`src/rtl/itlb_pkg.sv`:
```
// shared types and constants for the instruction tlb
// no dependencies; used by itlb_ram and instruction_tlb_translate
package itlb_pkg;

   localparam int WORD_W     = 32;
   localparam int CSR_DATA_W = 32;
   localparam int CSR_ADDR_W = 4;

   // match word fields
   localparam int VALID_POS = 0;
   localparam int LRU_LO    = 6;
   localparam int LRU_HI    = 7;

   // translate word fields
   localparam int CI_POS  = 1;
   localparam int SXE_POS = 6;
   localparam int UXE_POS = 7;
   localparam logic [WORD_W-1:0] PPN_MASK = 32'hFFFF_E000;

   typedef enum logic [1:0] {
      CMD_TRANSLATE   = 2'd0,
      CMD_PROBE       = 2'd1,
      CMD_WRITE_MATCH = 2'd2,
      CMD_WRITE_XLATE = 2'd3
   } cmd_type;

   typedef enum logic [1:0] {
      ST_OK         = 2'd0,
      ST_PAGE_FAULT = 2'd1,
      ST_MISS       = 2'd2
   } status_type;

   typedef enum logic [1:0] {
      REG_UNIT_PRESENT = 2'd0,
      REG_IDX_BITS     = 2'd1,
      REG_WAY_COUNT    = 2'd2,
      REG_PAGE_SHIFT   = 2'd3
   } reg_index_type;

endpackage

```
`src/rtl/itlb_ram.sv`:
```
// one way of tlb storage: single write port, registered read port
// depends on itlb_pkg
module itlb_ram #(
   parameter int DEPTH  = 128,
   parameter int ADDR_W = 7
) (
   input  logic                          clock,
   input  logic                          wr_en,
   input  logic [ADDR_W-1:0]             wr_addr,
   input  logic [itlb_pkg::WORD_W-1:0]   wr_data,
   input  logic                          rd_en,
   input  logic [ADDR_W-1:0]             rd_addr,
   output logic [itlb_pkg::WORD_W-1:0]   rd_data
);
   import itlb_pkg::*;

   logic [WORD_W-1:0] mem [DEPTH];
   logic [WORD_W-1:0] rd_data_ff;

   always_ff @(posedge clock) begin
      if (wr_en) begin
         mem[wr_addr] <= wr_data;
      end
      if (rd_en) begin
         rd_data_ff <= mem[rd_addr];
      end
   end

   assign rd_data = rd_data_ff;

endmodule
```
`config.mk`:
```
export PLATFORM = sky130hd
export DESIGN_NAME = itlb_ram
export DESIGN_NICKNAME = d
export VERILOG_FILES = /design/src/rtl/itlb_pkg.sv /design/src/rtl/itlb_ram.sv
export SDC_FILE = /design/constraint.sdc
export NUM_CORES = 2
export LEC_CHECK = 0
export BUFFER_PORTS_ARGS = -buffer_cell sky130_fd_sc_hd__buf_2
export CAP_MARGIN = 20
export CORE_ASPECT_RATIO = 0.7
export CORE_MARGIN = 2
export CORE_UTILIZATION = 63
export DETAILED_ROUTE_END_ITERATION = 8
export PLACE_DENSITY_LB_ADDON = 0.3
export REMOVE_ABC_BUFFERS = 1
export SETUP_SLACK_MARGIN = 0.02
export SLEW_MARGIN = 20
export SYNTH_ARGS = -nofsm -noshare
export SYNTH_HDL_FRONTEND = slang
export SYNTH_SLANG_ARGS = --single-unit
export TNS_END_PERCENT = 1
```
`constraint.sdc`:
```
create_clock -name clock -period 5 [get_ports clock]
set_clock_uncertainty 0.15 [all_clocks]
set_input_delay 0.5 -clock clock [delete_from_list [all_inputs] [get_ports clock]]
set_output_delay 0.5 -clock clock [all_outputs]
set_load 0.005 [all_outputs]
```
==> results.py <==
metrics = {
    "status": {
        "status": "complete, no violations",
    },
    "sta": {
        "fin_crit_sh": 0.6485,
        "fmax_mhz": 308.4,
        "relSlewSlack": 0.2053,
        "worst_pin_slew_ns": 1.192,
        "setup_slack_ns": 1.757,
        "hold_viol": 0,
        "rsz0062_at_grt": "no",
        "finalMaxSlewViolations": 0,
        "min_period_ns": 3.243,
        "setup_viol": 0,
        "timing.setup.tns_ns": 0,
    },
    "route": {
        "drt-initial-drc-count": 14410,
        "drt_wl_total_um": 444100,
        "postRouteAntennaNets": 0,
        "drt-pass1-iter-count": 5,
        "via_per_inst": 7.498,
        "wl_per_cell_um": 43.87,
        "drc": 0,
        "vias": 75900,
    },
    "finish": {
        "area_growth_syn_to_layout_pct": 12.63,
        "nNetsFinal": 6507,
        "drive_gt1_frac": 0.3614,
        "layout_common_cells": "4,128 x edfxtp_1, 1,344 x mux4_2, 374 x clkbuf_16, 291 x buf_4, 119 x nor2_4",
        "layout_commonest_cell": "edfxtp_1",
        "nFillCells": 13160,
    },
    "global_route": {
        "grt.total_usage": 0.3585,
        "antenna_found_initial": 70,
        "grt_max_degree": 104,
        "grt_overflow_total": 0,
        "grt_pass1_vias": 76030,
        "grt_pass1_wl_um": 613000,
    },
    "power": {
        "pwr_density_cell_mw_per_mm2": 402.7,
        "leakage_nw": 54.10,
        "ir_drop_mv": 0.3189,
    },
    "critical_path": {
        "cp_data_required_time_ns": 5.50,
        "cp-end-kind": "flop",
        "cp-start-kind": "input port",
        "critPathKind": "input port to flop",
        "cp_max_fo": 45,
        "worstPathArrival_ns": 3.74,
    },
    "placed_design": {
        "hpwl_um": 234300,
        "port-buffer-count": 80,
        "gp_congestion": 0.8736,
        "dp_worst_setup_slack_ns": 0.8940,
    },
    "logic_synthesis": {
        "syn_area_mm2": 0.1566,
        "ys_seq_area_frac": 0.7916,
        "synth_area_leaders": "edfxtp_1 79%, mux4_2 19%, clkbuf_1 0.44%",
        "ys_types": 16,
        "synth_top_area_frac": 0.7916,
        "synth_warnings": 0,
        "ys_seq_elements": 4128,
        "synthCells": 5990,
        "synth_top_area_cell": "edfxtp_1",
        "syn_avg_cell_area_um2": 26.14,
    },
    "clock_network": {
        "root_buffer": "clkbuf_16",
        "path_clk_slew_ns": 0.07,
        "htree_levels": 5,
        "cts_buffers": 368,
        "cts_sinks": 4128,
        "ctsResizeCount": 0,
        "insertion_delay_ns": 0.93,
        "cts_tree": "yes",
        "clock_path_buffers": 4,
    },
    "die": {
        "core-area_mm2": 0.2477,
        "die_h_um": 421.1,
        "fp.dieW_um": 599.9,
        "ios": 81,
        "die_area_mm2": 0.2526,
        "initial_core_util": 0.6322,
        "rows": 153,
    },
    "hold_path": {
        "min_path_type": "input port to flop",
    },
    "run": {
        "drv_cap": 0,
    },
}
==> Yosys cell counts <==
cell,instances
buf_1,50
buf_2,79
buf_4,3
buf_6,2
clkbuf_1,182
edfxtp_1,4128
mux2_2,32
mux4_2,1344
nand2_1,14
nand2b_1,2
nand3_1,12
nand4_1,3
nor2_1,122
nor2b_1,7
nor3_1,9
or3_1,1
==> final cells by class <==
| cell class | instances | area [um^2] | share of cell area |
|---|---|---|---|
| clock inverters | 218 | 2317 | 0.01314 |
| flip-flops and latches | 4128 | 124000 | 0.7028 |
| clock buffers | 446 | 9629 | 0.05460 |
| repair buffers | 414 | 3910 | 0.02217 |
| diodes | 39 | 97.59 | 0.0005533 |
| multi-input cells | 1546 | 32290 | 0.1831 |
| well taps | 3332 | 4169 | 0.02364 |
==> report_power, final <==
group	leakage (nW)	switching (mW)	internal [mW]	total [mW]
clock network	5.81	12.7	16.1	28.8
logic	11.2	2.45	1.43	3.89
registers	37.1	0.121	38.2	38.4
==> metrics by stage <==
stage	area [um^2]	cells	utilization	hold slack (ns)	power, mW
global route	176300	10090	0.7117	0.02284	72.36
floorplan	155300	5674	-	0.4489	40.44
finish	176400	10120	0.7120	0.01359	71.03
CTS	176100	10080	0.7111	0.009649	71.00
detailed placement	164200	9410	0.6627	0.8561	42.79
global placement	164200	9409	0.6627	0.8516	42.69
==> flip-flops by register name, summed over array words and instances, names as in the netlist <==
register / cells
rd_data: 32
mem: 4096
==> path summary, 6_finish.rpt <==
| kind | from | endpoint | slack, ns | cells after the start |
|---|---|---|---|---|
| worst max-delay path | rd_addr[0] | rd_data[21]$_DFFE_PP_ | 1.76 | 7 |
| worst min register to register | mem[60][18]$_DFFE_PP_ | rd_data[18]$_DFFE_PP_ | 1.06 | 4 |
| worst max register to register | mem[48][1]$_DFFE_PP_ | rd_data[1]$_DFFE_PP_ | 2.00 | 4 |
| worst min-delay path | wr_data[24] | mem[87][24]$_DFFE_PP_ | 0.01 | 1 |
==> critical path, cell delays in order <==
cell and delay [ns]:
buf_12 0.20, buf_12 0.34, buf_4 0.41, mux4_2 0.55
mux4_2 0.56, mux4_2 0.62, mux2_2 0.32
==> kinds of logic after synthesis <==
logic type    Yosys count  synth area share
flops                4128            0.7916
buf+inv               316          0.008373
simple gates          170          0.004450
mux                  1376            0.1956
==> repair_timing <==
item                      in CTS  in global routing
buffers inserted               0                  0
hold buffers                   4                  3
hold endpoints to repair     126                 72
==> metal layers <==
layer  up-vias  wire length, um  global-route usage
met4        54            20620              0.1422
met2      7443           204000              0.5245
met1     39950           144200              0.4992
met5         -              400                   0
met3      1115            74930              0.1348
li1      27350                -                   -
No activity file was read; power rests on OpenSTA's default activity.
